`src/hdl/cbt_pkg.sv`:
```
// ----------------------------------------------------------------------------
// cbt_pkg
// Shared widths, codes and record types of the circuit breaker table.
// ----------------------------------------------------------------------------
package cbt_pkg;

  localparam int unsigned INDEX_W  = 6;
  localparam int unsigned NOW_W    = 48;
  localparam int unsigned GEN_W    = 30;
  localparam int unsigned CNT_W    = 16;
  localparam int unsigned STREAK_W = 5;
  localparam int unsigned PCT_W    = 7;
  localparam int unsigned MS_W     = 32;
  localparam int unsigned STATE_W  = 2;

  localparam int unsigned BREAKER_COUNT_DEF = 64;
  localparam int unsigned TABLE_MAX         = 1 << INDEX_W;
  localparam int unsigned STREAK_MAX        = 16;
  localparam int unsigned PCT_SCALE         = 100;
  localparam int unsigned PROD_W            = CNT_W + PCT_W;

  localparam int unsigned APB_DATA_W = 32;
  localparam int unsigned APB_ADDR_W = 5;

  // breaker modes, also used for permit and grant state
  localparam logic [STATE_W-1:0] MODE_CLOSED = 2'd0;
  localparam logic [STATE_W-1:0] MODE_OPEN   = 2'd1;
  localparam logic [STATE_W-1:0] MODE_HALF   = 2'd2;

  localparam logic CMD_ADMIT   = 1'b0;
  localparam logic CMD_OUTCOME = 1'b1;

  typedef enum logic [2:0] {
    REG_PROBE_LIMIT,
    REG_WINDOW_LENGTH,
    REG_MINIMUM_CALLS,
    REG_FAILURE_PERCENT,
    REG_BASE_OPEN,
    REG_MAX_OPEN,
    REG_BACKOFF
  } reg_idx_e;

  typedef enum logic [1:0] {
    FSM_IDLE,
    FSM_PREP,
    FSM_COMMIT
  } fsm_e;

  typedef struct packed {
    logic [CNT_W-1:0] half_open_probe_limit;
    logic [CNT_W-1:0] window_length;
    logic [CNT_W-1:0] minimum_calls;
    logic [PCT_W-1:0] failure_percent;
    logic [MS_W-1:0]  base_open_ms;
    logic [MS_W-1:0]  max_open_ms;
    logic [MS_W-1:0]  overload_backoff_ms;
  } cfg_t;

  typedef struct packed {
    logic               command;
    logic [INDEX_W-1:0] breaker_index;
    logic [NOW_W-1:0]   now_ms;
    logic [STATE_W-1:0] permit_state;
    logic [GEN_W-1:0]   permit_generation;
    logic               call_ok;
    logic               local_failure;
    logic               overload;
    logic               transport_failure;
  } item_t;

  typedef struct packed {
    logic [STATE_W-1:0]  mode;
    logic [GEN_W-1:0]    generation_count;
    logic [CNT_W-1:0]    probes_in_flight;
    logic [CNT_W-1:0]    probe_successes;
    logic [CNT_W-1:0]    window_calls;
    logic [CNT_W-1:0]    window_failures;
    logic [NOW_W-1:0]    reopen_time;
    logic [NOW_W-1:0]    overload_end_time;
    logic [STREAK_W-1:0] open_streak;
  } entry_t;

  typedef struct packed {
    logic               granted;
    logic [STATE_W-1:0] grant_state;
    logic [GEN_W-1:0]   grant_generation;
    logic [STATE_W-1:0] breaker_state;
    logic               tripped;
  } result_t;

endpackage

```
`src/hdl/cbt_cfg_regs.sv`:
```
// ----------------------------------------------------------------------------
// cbt_cfg_regs
// APB register file holding the breaker thresholds and intervals.
// ----------------------------------------------------------------------------
module cbt_cfg_regs (
  input  logic                           clk_i,
  input  logic                           rst_ni,
  input  logic                           psel,
  input  logic                           penable,
  input  logic                           pwrite,
  input  logic [cbt_pkg::APB_ADDR_W-1:0] paddr,
  input  logic [cbt_pkg::APB_DATA_W-1:0] pwdata,
  output logic [cbt_pkg::APB_DATA_W-1:0] prdata,
  output logic                           pready,
  output cbt_pkg::cfg_t                  cfg_o
);
  import cbt_pkg::*;

  cfg_t     cfg_q;
  cfg_t     cfg_d;
  reg_idx_e reg_sel;
  logic     wr_en;

  assign reg_sel = reg_idx_e'(paddr[APB_ADDR_W-1:2]);
  assign wr_en   = psel && penable && pwrite;
  assign pready  = 1'b1;

  always_comb begin
    cfg_d = cfg_q;
    if (wr_en) begin
      case (reg_sel)
        REG_PROBE_LIMIT:     cfg_d.half_open_probe_limit = pwdata[CNT_W-1:0];
        REG_WINDOW_LENGTH:   cfg_d.window_length         = pwdata[CNT_W-1:0];
        REG_MINIMUM_CALLS:   cfg_d.minimum_calls         = pwdata[CNT_W-1:0];
        REG_FAILURE_PERCENT: cfg_d.failure_percent       = pwdata[PCT_W-1:0];
        REG_BASE_OPEN:       cfg_d.base_open_ms          = pwdata[MS_W-1:0];
        REG_MAX_OPEN:        cfg_d.max_open_ms           = pwdata[MS_W-1:0];
        REG_BACKOFF:         cfg_d.overload_backoff_ms   = pwdata[MS_W-1:0];
        default: ;
      endcase
    end
  end

  always_ff @(posedge clk_i or negedge rst_ni) begin
    if (!rst_ni) begin
      cfg_q.half_open_probe_limit <= CNT_W'(3);
      cfg_q.window_length         <= CNT_W'(100);
      cfg_q.minimum_calls         <= CNT_W'(20);
      cfg_q.failure_percent       <= PCT_W'(50);
      cfg_q.base_open_ms          <= MS_W'(1000);
      cfg_q.max_open_ms           <= MS_W'(60000);
      cfg_q.overload_backoff_ms   <= MS_W'(100);
    end else begin
      cfg_q <= cfg_d;
    end
  end

  always_comb begin
    prdata = '0;
    case (reg_sel)
      REG_PROBE_LIMIT:     prdata = APB_DATA_W'(cfg_q.half_open_probe_limit);
      REG_WINDOW_LENGTH:   prdata = APB_DATA_W'(cfg_q.window_length);
      REG_MINIMUM_CALLS:   prdata = APB_DATA_W'(cfg_q.minimum_calls);
      REG_FAILURE_PERCENT: prdata = APB_DATA_W'(cfg_q.failure_percent);
      REG_BASE_OPEN:       prdata = APB_DATA_W'(cfg_q.base_open_ms);
      REG_MAX_OPEN:        prdata = APB_DATA_W'(cfg_q.max_open_ms);
      REG_BACKOFF:         prdata = APB_DATA_W'(cfg_q.overload_backoff_ms);
      default:             prdata = '0;
    endcase
  end

  assign cfg_o = cfg_q;

endmodule

```
`config.mk`:
```
export PLATFORM = sky130hd
export DESIGN_NAME = cbt_cfg_regs
export DESIGN_NICKNAME = d
export VERILOG_FILES = /design/src/hdl/cbt_pkg.sv /design/src/hdl/cbt_cfg_regs.sv
export SDC_FILE = /design/constraint.sdc
export NUM_CORES = 1
export LEC_CHECK = 0
export BUFFER_PORTS_ARGS = -buffer_cell sky130_fd_sc_hd__buf_2
export CAP_MARGIN = 10
export CORE_MARGIN = 2
export CORE_UTILIZATION = 45
export DETAILED_ROUTE_END_ITERATION = 12
export HOLD_SLACK_MARGIN = 0.1
export PLACE_DENSITY = 0.75
export SLEW_MARGIN = 20
export SYNTH_ARGS = -nofsm -noshare
export SYNTH_HDL_FRONTEND = slang
export SYNTH_SLANG_ARGS = --single-unit
```
`constraint.sdc`:
```
create_clock -name clk_i -period 2.8 [get_ports clk_i]
set_clock_uncertainty 0.05 [all_clocks]
set_input_delay 0.14 -clock clk_i [delete_from_list [all_inputs] [get_ports clk_i]]
set_output_delay 0.14 -clock clk_i [all_outputs]
set_load 0.005 [all_outputs]
```
==> summary.md <==
| Metric | Value |
|---|---|
| Outcome | completed |
| Final Wtd Congestion | 0.8563 |
| Antenna violations before repair | 0 |
| Fin util | 61.21% |
| Io pins | 226 |
| Ys Warns | 0 |
| CTS Root Buffer Type | clkbuf_16 |
| CP max FO | 13 |
| Chip width | 128.7 um |
| Leading area contributor after synthesis | dfrtp_1 |
| Vias in the first global route | 5566 |
| Final hold viol count | 0 |
| Total net switching power | 0.001841 W |
| Synth top area cells | dfrtp_1 45%, mux2_2 28%, dfstp_2 9.8% |
| RSZ-0062 raised after global routing | false |
| WL met2 | 10.60 mm |
| Post-CTS setup buffers | 0 |
| Worst Max-Slew Pin Slew | 0.9365 ns |
| Antenna viol nets, final | 0 |
| First-pass GRT wire length | 30.99 mm |
| Clock tree sinks | 151 |
| Starting utilization of the core area | 46.02% |
| Reg2reg setup slack | 1.94 ns |
| Post-layout nets | 809 |
| Static Leak | 4.641 nW |
| Period minus WS final | 2.101 ns |
| TritonCTS Buffers | 17 |
| H-tree levels | 4 |
| Share of the synthesized area in the top cell type | 44.71% |
| Mapped cell area | 6997 um2 |
| Routed WL per cell | 20.95 um |
| Maxcap violations | 0 |
| Worst IR Drop VDD | 0.0004585 V |
| Worst slew margin | 37.44% |
| Fmax | 0.4761 GHz |
| Clk slew on worst S/H paths | 0.06 ns |
| # fillers | 1213 |
| Met3 WL | 1.149 mm |
| Setup crit start kind | input port |
| I/O Buffers | 222 |
| # DRC | 0 |
| TritonCTS clock tree | done |
| HPWL after detailed placement | 13.48 mm |
| DRT Pass-1 Iters | 4 |
| Global-route congestion overflow total | 0 |
| Setup crit end kind | output port |
| Rows | 45 |
| Sequential group share of total power | 44.1% |
| Sw Share | 27.01% |
| Worst R2R Start | cfg_o[36]$_DFFE_PN0P_ |
| Vias | 5311 |
| Hold Crit Class | in -> async |
| Max Used Layer | met4 |
| FF+latch count, synth | 151 |
| Wire length on met1 | 8.146 mm |
| Worst Reg-to-Reg Cells | 1 |
| Total wire length | 20.28 mm |
| Syn nets | 549 |
| Diodes inserted | 0 |
| Synthesized instance count | 507 |
| Initial DRC count | 213 |
| Die Area | 16560 um2 |
| Worst reg2reg path endpoint | cfg_o[36]$_DFFE_PN0P_ |
| Data required, critical path | 2.61 ns |
| Worst Setup Path Type | in -> out |
| Int Pwr | 0.004976 W |
| Via-to-Cell Ratio | 5.487 |
| Clock power share | 33.6% |
| Final Slew Violations | 0 |
| Share of cells above drive strength 1 | 61.92% |
| Syn_area_per_cell | 13.80 um2 |
| Setup violations, final | 0 |
| Core Box Area | 15200 um2 |
| Gr usage total | 24.79% |
| Clock Path Buffers | 2 |
| Period utilization | 75.02% |
| Max FFs per register | 151 |
| Worst endpoint data arrival time | 1.91 ns |
| Total negative slack | 0 ns |
| Die Y | 128.7 um |
| Sequential fraction of the synthesis area | 54.47% |
| Power Dens Cells | 732.6 nW/um2 |
| Area growth, synth to finish | 32.99% |
| Worst skew pair latency | 0.41 ns |
| Pin count of the biggest net entering global routing | 64 |
| Comb power frac | 22.3% |
| Count of cell types in the netlist | 33 |
## power by group through the flow
stage | sequential (W) | combinational, W | clock [W]
final | 0.00301 | 0.00152 | 0.00229
after CTS | 0.00300 | 0.00154 | 0.00233
after detailed placement | 0.00303 | 0.00149 | 0
after global routing | 0.00307 | 0.00165 | 0.00243
after global placement | 0.00300 | 0.00144 | 0
after floorplan | 0.00301 | 0.000694 | 0
## worst max-delay path by stage
stage	start	slack, ns	to	cells past startpoint
after CTS	paddr[4]	0.69	prdata[0]	5
after global routing	paddr[4]	0.62	prdata[0]	5
final	paddr[4]	0.70	prdata[1]	5
after floorplan	paddr[4]	1.33	cfg_o[108]$_DFFE_PN0P_	5
after global placement	paddr[4]	0.72	prdata[0]	5
after detailed placement	paddr[4]	0.67	prdata[0]	5
## placed cells by master, fill, tap and decap left out, types with 2 or more instances in the layout
master / n
o21ai_0: 2
nor2_4: 2
mux2_4: 10
clkinvlp_4: 2
nor2b_1: 2
inv_1: 3
clkbuf_8: 5
nand2b_1: 2
buf_12: 2
buf_4: 17
dlygate4sd3_1: 33
dfrtp_1: 125
a21oi_1: 17
clkbuf_1: 4
clkbuf_16: 17
nand3_1: 2
mux2_2: 171
nor3_1: 2
bufinv_16: 2
a221oi_1: 14
a221o_1: 4
mux2_1: 5
nor3_4: 2
dfstp_2: 26
buf_2: 221
nor2_1: 6
o221ai_1: 5
nand2_1: 40
mux2i_1: 24
## cell usage after synthesis, drive strengths merged
master	instances
a2bb2oi	1
nand4b	1
nand2	40
conb	1
nor2	9
nor2b	3
nand3b	1
o221ai	5
nand2b	2
nand4	1
nand3	2
buf	27
dfrtp	125
a21oi	17
or3	1
o21ai	2
a221oi	14
inv	3
mux2i	24
clkbuf	6
nor3	4
dfstp	26
mux2	186
a221o	4
nor3b	1
o2bb2ai	1
## worst max-delay path, stage by stage
cell and delay, ns:
buf_2 0.26, nor2b_1 0.79, a221oi_1 0.24, a221oi_1 0.30, buf_2 0.17
## stage by stage
| step | cell area [um2] | cells | power (W) | setup slack [ns] | hold WS (ns) |
|---|---|---|---|---|---|
| after floorplan | 6997 | 507 | 0.003706 | 1.326 | -0.2056 |
| after global placement | 8377 | 903 | 0.004441 | 0.7194 | 0.1080 |
| after detailed placement | 8377 | 903 | 0.004524 | 0.6725 | 0.1215 |
| after CTS | 9305 | 968 | 0.006875 | 0.6930 | 0.2450 |
| after global routing | 9305 | 968 | 0.007149 | 0.6229 | 0.2908 |
| final | 9305 | 968 | 0.006817 | 0.6995 | 0.2573 |
## area by class of cell
class | count | area, um2 | share of cell area [%]
Sequential cell | 151 | 3811 | 40.96
Clock inverter | 6 | 88.84 | 0.9547
Tap cell | 188 | 235.2 | 2.528
Timing Repair Buffer | 274 | 1615 | 17.36
Clock buffer | 26 | 509.2 | 5.473
Inverter | 3 | 11.26 | 0.1210
Multi-Input combinational cell | 320 | 3034 | 32.61
## routing by layer
layer | vias to the layer above | GRT usage [%]
li1 | 2365 | -
met2 | 201 | 43.32
met4 | 0 | 9.143
met1 | 2712 | 30.29
met3 | 33 | 5.364
met5 | - | 0
## cells by family after synthesis
group	Yosys count	share of synthesized area [%]
muxes	210	33.91
and+or+nand+nor	65	4.417
DFF	151	54.47
AOI/OAI and AO/OA	44	4.560
buffers and inverters	36	2.593
other	1	0.05360
## timing repair
| item | CTS | global route |
|---|---|---|
| endpoints found under the hold margin | 211 | 0 |
| endpoints found under the setup margin | 0 | 0 |
| hold buffers | 33 | 0 |
| resized for setup | 0 | 0 |
Power figures use the tool's default switching activity.
