`config.mk`:
```
export PLATFORM = sky130hd
export DESIGN_NAME = cbt_update
export DESIGN_NICKNAME = d
export VERILOG_FILES = /design/src/hdl/cbt_pkg.sv /design/src/hdl/cbt_update.sv
export SDC_FILE = /design/constraint.sdc
export NUM_CORES = 2
export LEC_CHECK = 0
export ABC_AREA = 1
export BUFFER_PORTS_ARGS = -buffer_cell sky130_fd_sc_hd__buf_2
export CORE_MARGIN = 1
export CORE_UTILIZATION = 45
export CTS_CLUSTER_DIAMETER = 200
export DETAILED_ROUTE_END_ITERATION = 8
export GPL_TIMING_DRIVEN = 0
export PLACE_DENSITY_LB_ADDON = 0.08
export SYNTH_ARGS = -nofsm -noshare
export SYNTH_HDL_FRONTEND = slang
export SYNTH_SLANG_ARGS = --single-unit
```
`constraint.sdc`:
```
create_clock -name clk_i -period 17.53 [get_ports clk_i]
set_clock_uncertainty 0.1 [all_clocks]
set_input_delay 0.8765 -clock clk_i [delete_from_list [all_inputs] [get_ports clk_i]]
set_output_delay 0.8765 -clock clk_i [all_outputs]
set_load 0.1 [all_outputs]
```
`src/hdl/cbt_pkg.sv`:
```
// ----------------------------------------------------------------------------
// cbt_pkg
// Shared widths, codes and record types of the circuit breaker table.
// ----------------------------------------------------------------------------
package cbt_pkg;

  localparam int unsigned INDEX_W  = 6;
  localparam int unsigned NOW_W    = 48;
  localparam int unsigned GEN_W    = 30;
  localparam int unsigned CNT_W    = 16;
  localparam int unsigned STREAK_W = 5;
  localparam int unsigned PCT_W    = 7;
  localparam int unsigned MS_W     = 32;
  localparam int unsigned STATE_W  = 2;

  localparam int unsigned BREAKER_COUNT_DEF = 64;
  localparam int unsigned TABLE_MAX         = 1 << INDEX_W;
  localparam int unsigned STREAK_MAX        = 16;
  localparam int unsigned PCT_SCALE         = 100;
  localparam int unsigned PROD_W            = CNT_W + PCT_W;

  localparam int unsigned APB_DATA_W = 32;
  localparam int unsigned APB_ADDR_W = 5;

  // breaker modes, also used for permit and grant state
  localparam logic [STATE_W-1:0] MODE_CLOSED = 2'd0;
  localparam logic [STATE_W-1:0] MODE_OPEN   = 2'd1;
  localparam logic [STATE_W-1:0] MODE_HALF   = 2'd2;

  localparam logic CMD_ADMIT   = 1'b0;
  localparam logic CMD_OUTCOME = 1'b1;

  typedef enum logic [2:0] {
    REG_PROBE_LIMIT,
    REG_WINDOW_LENGTH,
    REG_MINIMUM_CALLS,
    REG_FAILURE_PERCENT,
    REG_BASE_OPEN,
    REG_MAX_OPEN,
    REG_BACKOFF
  } reg_idx_e;

  typedef enum logic [1:0] {
    FSM_IDLE,
    FSM_PREP,
    FSM_COMMIT
  } fsm_e;

  typedef struct packed {
    logic [CNT_W-1:0] half_open_probe_limit;
    logic [CNT_W-1:0] window_length;
    logic [CNT_W-1:0] minimum_calls;
    logic [PCT_W-1:0] failure_percent;
    logic [MS_W-1:0]  base_open_ms;
    logic [MS_W-1:0]  max_open_ms;
    logic [MS_W-1:0]  overload_backoff_ms;
  } cfg_t;

  typedef struct packed {
    logic               command;
    logic [INDEX_W-1:0] breaker_index;
    logic [NOW_W-1:0]   now_ms;
    logic [STATE_W-1:0] permit_state;
    logic [GEN_W-1:0]   permit_generation;
    logic               call_ok;
    logic               local_failure;
    logic               overload;
    logic               transport_failure;
  } item_t;

  typedef struct packed {
    logic [STATE_W-1:0]  mode;
    logic [GEN_W-1:0]    generation_count;
    logic [CNT_W-1:0]    probes_in_flight;
    logic [CNT_W-1:0]    probe_successes;
    logic [CNT_W-1:0]    window_calls;
    logic [CNT_W-1:0]    window_failures;
    logic [NOW_W-1:0]    reopen_time;
    logic [NOW_W-1:0]    overload_end_time;
    logic [STREAK_W-1:0] open_streak;
  } entry_t;

  typedef struct packed {
    logic               granted;
    logic [STATE_W-1:0] grant_state;
    logic [GEN_W-1:0]   grant_generation;
    logic [STATE_W-1:0] breaker_state;
    logic               tripped;
  } result_t;

endpackage

```
`src/hdl/cbt_update.sv`:
```
// ----------------------------------------------------------------------------
// cbt_update
// Two-stage breaker update: a prep stage of counts, interval and time
// compares, then the decision that yields the new record and the result.
// ----------------------------------------------------------------------------
module cbt_update #(
  parameter int unsigned BREAKER_COUNT = cbt_pkg::BREAKER_COUNT_DEF
) (
  input  logic            clk_i,
  input  logic            prep_en_i,
  input  cbt_pkg::item_t  item_i,
  input  cbt_pkg::entry_t entry_i,
  input  cbt_pkg::cfg_t   cfg_i,
  output cbt_pkg::entry_t entry_o,
  output cbt_pkg::result_t result_o
);
  import cbt_pkg::*;

  localparam int unsigned WIDE_W = MS_W + STREAK_MAX;

  typedef struct packed {
    logic                in_range;
    logic                ovl_block;
    logic                reopen_due;
    logic                probes_lt;
    logic                same_gen;
    logic                close_ok;
    logic [GEN_W-1:0]    gen_inc;
    logic [CNT_W-1:0]    cnt;
    logic [CNT_W-1:0]    fl;
    logic [CNT_W-1:0]    succ;
    logic [CNT_W-1:0]    probes_dec;
    logic [MS_W-1:0]     interval;
    logic [STREAK_W-1:0] streak_next;
    logic [NOW_W-1:0]    ovl_time;
  } prep_t;

  function automatic logic [NOW_W-1:0] sat_add(input logic [NOW_W-1:0] a,
                                               input logic [MS_W-1:0] b);
    logic [NOW_W:0] s;
    s = {1'b0, a} + (NOW_W+1)'(b);
    return s[NOW_W] ? '1 : s[NOW_W-1:0];
  endfunction

  prep_t p_d;
  prep_t p_q;

  logic [CNT_W-1:0]    cnt0;
  logic [CNT_W-1:0]    fl0;
  logic [CNT_W:0]      cnt_sum;
  logic [CNT_W:0]      fl_sum;
  logic [CNT_W-1:0]    cnt_sat;
  logic [CNT_W:0]      succ_sum;
  logic [STREAK_W-1:0] shamt;
  logic [WIDE_W-1:0]   wide_iv;

  // ---------------- prep stage ----------------
  always_comb begin
    p_d.in_range   = 32'(item_i.breaker_index) < 32'(BREAKER_COUNT);
    p_d.ovl_block  = item_i.now_ms < entry_i.overload_end_time;
    p_d.reopen_due = item_i.now_ms >= entry_i.reopen_time;
    p_d.probes_lt  = entry_i.probes_in_flight < cfg_i.half_open_probe_limit;
    p_d.same_gen   = entry_i.generation_count == item_i.permit_generation;
    p_d.gen_inc    = entry_i.generation_count + 1'b1;

    // window restarts once the count reaches the window length
    if (entry_i.window_calls >= cfg_i.window_length) begin
      cnt0 = '0;
      fl0  = '0;
    end else begin
      cnt0 = entry_i.window_calls;
      fl0  = entry_i.window_failures;
    end
    cnt_sum = {1'b0, cnt0} + 1'b1;
    fl_sum  = {1'b0, fl0} + (CNT_W+1)'(item_i.transport_failure);
    cnt_sat = cnt_sum[CNT_W] ? '1 : cnt_sum[CNT_W-1:0];
    p_d.cnt = cnt_sat;
    p_d.fl  = (fl_sum > {1'b0, cnt_sat}) ? cnt_sat : fl_sum[CNT_W-1:0];

    succ_sum  = {1'b0, entry_i.probe_successes} + (CNT_W+1)'(item_i.call_ok);
    p_d.succ  = succ_sum[CNT_W] ? '1 : succ_sum[CNT_W-1:0];
    p_d.close_ok = (entry_i.probes_in_flight == CNT_W'(1)) &&
                   (p_d.succ >= cfg_i.half_open_probe_limit);
    p_d.probes_dec = (entry_i.probes_in_flight == '0) ? '0 :
                     entry_i.probes_in_flight - 1'b1;

    // doubling open interval, clamped at the ceiling
    shamt = (entry_i.open_streak > STREAK_W'(STREAK_MAX)) ? STREAK_W'(STREAK_MAX) :
            entry_i.open_streak;
    wide_iv = WIDE_W'(cfg_i.base_open_ms) << shamt;
    p_d.interval = (wide_iv > WIDE_W'(cfg_i.max_open_ms)) ? cfg_i.max_open_ms :
                   wide_iv[MS_W-1:0];
    p_d.streak_next = (entry_i.open_streak < STREAK_W'(STREAK_MAX)) ?
                      entry_i.open_streak + 1'b1 : entry_i.open_streak;

    p_d.ovl_time = sat_add(item_i.now_ms, cfg_i.overload_backoff_ms);
  end

  always_ff @(posedge clk_i) begin
    if (prep_en_i) begin
      p_q <= p_d;
    end
  end

  // ---------------- decision stage ----------------
  logic [PROD_W-1:0] fail_prod;
  logic [PROD_W-1:0] call_prod;
  logic [NOW_W-1:0]  trip_time;
  logic              do_trip;
  entry_t            e_n;
  result_t           res;

  assign fail_prod = PROD_W'(p_q.fl) * PROD_W'(PCT_SCALE);
  assign call_prod = PROD_W'(p_q.cnt) * PROD_W'(cfg_i.failure_percent);
  assign trip_time = sat_add(item_i.now_ms, p_q.interval);

  always_comb begin
    e_n     = entry_i;
    res     = '0;
    do_trip = 1'b0;
    if (p_q.in_range) begin
      if (item_i.command == CMD_ADMIT) begin
        if (!p_q.ovl_block) begin
          case (entry_i.mode)
            MODE_OPEN: begin
              if (p_q.reopen_due) begin
                e_n.generation_count = p_q.gen_inc;
                e_n.mode             = MODE_HALF;
                e_n.probes_in_flight = CNT_W'(1);
                e_n.probe_successes  = '0;
                res.granted          = 1'b1;
                res.grant_state      = MODE_HALF;
                res.grant_generation = p_q.gen_inc;
              end
            end
            MODE_HALF: begin
              if (p_q.probes_lt) begin
                e_n.probes_in_flight = entry_i.probes_in_flight + 1'b1;
                res.granted          = 1'b1;
                res.grant_state      = MODE_HALF;
                res.grant_generation = entry_i.generation_count;
              end
            end
            default: begin
              res.granted          = 1'b1;
              res.grant_state      = MODE_CLOSED;
              res.grant_generation = entry_i.generation_count;
            end
          endcase
        end
      end else begin
        if (item_i.overload) begin
          e_n.overload_end_time = p_q.ovl_time;
        end
        if (item_i.permit_state == MODE_HALF) begin
          if (entry_i.mode == MODE_HALF && p_q.same_gen) begin
            if (item_i.transport_failure) begin
              do_trip = 1'b1;
            end else if (p_q.close_ok) begin
              e_n.mode             = MODE_CLOSED;
              e_n.generation_count = p_q.gen_inc;
              e_n.probes_in_flight = '0;
              e_n.probe_successes  = '0;
              e_n.window_calls     = '0;
              e_n.window_failures  = '0;
              e_n.open_streak      = '0;
            end else begin
              e_n.probes_in_flight = p_q.probes_dec;
              e_n.probe_successes  = p_q.succ;
            end
          end
        end else if (!item_i.local_failure && !item_i.overload &&
                     item_i.permit_state == MODE_CLOSED &&
                     entry_i.mode == MODE_CLOSED && p_q.same_gen) begin
          e_n.window_calls    = p_q.cnt;
          e_n.window_failures = p_q.fl;
          if (p_q.cnt >= cfg_i.minimum_calls && fail_prod >= call_prod) begin
            do_trip = 1'b1;
          end
        end
      end
      if (do_trip) begin
        e_n.open_streak      = p_q.streak_next;
        e_n.reopen_time      = trip_time;
        e_n.window_calls     = '0;
        e_n.window_failures  = '0;
        e_n.generation_count = p_q.gen_inc;
        e_n.probes_in_flight = '0;
        e_n.probe_successes  = '0;
        e_n.mode             = MODE_OPEN;
      end
      res.breaker_state = e_n.mode;
      res.tripped       = do_trip;
    end
  end

  assign entry_o  = e_n;
  assign result_o = res;

endmodule

```
==> results.yml <==
status:
  status: "complete, no violations"
synth:
  ys_top_cells_by_count: "nand2_1 (1221), inv_1 (789), nand3_1 (412)"
  ys_types: 54
  synth.top_cell.area_share_pct: 17.5
  seq_area_frac_synth_pct: 17.5
  synthFlopType: "edfxtp_1"
  synth_area_sq_um: 31700
  synth.avg_cell_area_sq_um: 6.44
  syn_nets: 5842
  synth_edf_count: 184
  yosysMostFrequentCell: "nand2_1"
  ys_top_cells_by_area: "edfxtp_1 (17%), ha_1 (16%), nand2_1 (14%)"
  synth_warnings: 0
  syn-instance-count: 4919
  synth_top_cell_by_area: "edfxtp_1"
  synth_seq_cells: 184
  synthArstFlopShare_pct: 0
sta:
  tightestPinTransition_ns: 1.21
  finalCritPeriodShare_pct: 64.0
  max_freq_ghz: 0.0891
  hold_violations: 0
  slew_violations: 0
  tns_ns: 0
  rsz0062_at_grt: "false"
  max_slew_margin_pct: 19.1
  worst_slack_ns: 6.31
  min_period_ns: 11.22
  setup_viol: 0
critical_path:
  worst_path_most_repeated_cell: "nand2_1"
  slowest_delay_ns: 0.91
  cp.required_ns: 16.55
  cp_slowest_cell: "clkbuf_1"
  end_kind: "output port"
  worstSetupPathType: "in2out"
  crit_fanout: 10
  start_kind: "primary input"
  crit_arrival_ns: 10.24
clocking:
  cts_buffers: 17
  ctsResizeCount: 0
  post_cts_buffers: 0
  clock_path_buffers: 2
  htreeDepth: 4
  path_clk_slew_ns: 0.08
  clock_sinks: 184
  cts_tree: "built"
  cts_hold_buf: 0
  root_buffer: "clkbuf_16"
global_route:
  grt_pass1_wl_mm: 196
  overflow: 0
  grt.total_usage_pct: 36.1
  antenna_found_initial: 25
  grt_pass1_vias: 33500
  grt_max_degree: 113
placement:
  placedInstanceArea_sq_um: 36200
  dp_slack_ns: 6.48
  io_buffers: 657
  dp_hpwl_mm: 112
  place_congestion: 1.03
  placed_cells: 6509
routing:
  num_vias: 36200
  wirelength_mm: 132
  drt_first_pass_iters: 6
  avgRoutedWirePerCell_um: 20.1
  via_per_inst: 5.52
  ant_nets: 0
  drc: 0
  dr.first_iter.drc_count: 3025
flow_run:
  max_cap_violations: 0
cells_and_area:
  top_regs: "p_q (184)"
  layout-drive-gt1-share_pct: 13.9
  fin_area_sq_um: 36800
  layout.cells.non_filler: 6558
  syn_to_final_growth_pct: 16.3
  largest_register_ffs: 184
  nets: 6521
  fillers: 7294
  regMostFlops: "p_q"
floorplan:
  start_util_pct: 45.8
  std_cell_rows: 96
  pin_count: 674
  die_y_um: 267
  dieArea_sq_um: 71400
  die_w_um: 267
  core_sq_um: 69100
power:
  power_density_nw_per_um2: 92.1
  p_leak_nw: 19.5
  vdd_drop_max_mv: 0.0985
  fin_total_pwr_mw: 3.39
hold_path:
  hp-start: "cfg_i[39]"
  hp-class: "in2reg"
  hold_end: "p_q[60]$_DFFE_PP_"
  holdPathStages: 3
## routing by layer
metal | wire, um | track usage [%] | vias up
met3 | 11500 | 6.00 | 234
met1 | 56200 | 48.4 | 16600
met2 | 58500 | 57.1 | 1666
met5 | 82 | 0 | -
li1 | - | - | 17700
met4 | 5400 | 15.3 | 12
## worst max-delay path, delay by kind of cell
family / cells / cell delay [ns]
fa+ha+maj: 6 / 2.81
buf+inv: 10 / 3.26
simple gates: 12 / 2.11
xor+xnor: 1 / 0.12
compound gates: 5 / 1.04
## per-stage QoR
step	hold slack [ns]	util [%]
global placement	1.06	52.3
floorplan	0.889	-
global route	0.547	53.3
finish	0.561	53.3
CTS	0.538	53.2
detailed placement	1.07	52.4
## how the worst max path moves through the flow
stage / start / slack, ns / endpoint / cells after the start
after CTS: cfg_i[102] / 6.44 / entry_o[78] / 34
after detailed placement: cfg_i[102] / 6.48 / entry_o[78] / 34
final: cfg_i[102] / 6.31 / entry_o[78] / 34
after global routing: cfg_i[102] / 5.94 / entry_o[78] / 34
after floorplan: cfg_i[102] / 7.90 / entry_o[150] / 32
after global placement: cfg_i[102] / 6.59 / entry_o[78] / 34
## layout by cell type, fill, tap and decap left out, types with 19 or more instances in the layout
| master | n |
|---|---|
| o22ai_1 | 32 |
| xnor2_1 | 46 |
| edfxtp_1 | 184 |
| nor2_1 | 410 |
| nand2_1 | 1221 |
| buf_1 | 19 |
| ha_1 | 400 |
| o21ai_0 | 206 |
| xor2_1 | 105 |
| nand4_1 | 97 |
| nor3_1 | 67 |
| or2_2 | 26 |
| buf_2 | 691 |
| inv_1 | 789 |
| a31oi_1 | 26 |
| o221ai_1 | 26 |
| nand3_1 | 412 |
| fa_1 | 82 |
| a21oi_1 | 383 |
| nor4_1 | 26 |
| o211ai_1 | 67 |
| clkbuf_1 | 115 |
## area by class of cell
type,count,area [sq um],area share (%)
clock inverters,14,163,0.442
inverters,804,3020,8.20
multi-input cells,3753,22400,60.7
repair buffers,660,3360,9.12
well taps,931,1160,3.16
flip-flops and latches,184,5530,15.0
clock buffers,17,425,1.16
plain buffers,178,756,2.05
diodes,17,42.5,0.116
## cell families (layout without fill, tap and decap cells)
group                    after synthesis  count (layout)  synth area share (%)
AO/OA/AOI/OAI                        833             833                  14.9
other                                  1              18                0.0118
adder cells (fa/ha/maj)              482             482                  21.0
buffers and inverters                982            1673                  11.9
flip-flops                           184             184                  17.5
XOR/XNOR                             151             151                  4.18
AND/OR/NAND/NOR                     2286            2286                  30.5
## report_power, final
part / leakage [nW] / switching, mW / internal [mW]
clock network: 0.281 / 0.203 / 0.201
registers: 1.80 / 0.0329 / 0.545
logic: 17.4 / 1.62 / 0.790
total: 19.5 / 1.85 / 1.54
Power figures use the tool's default switching activity.
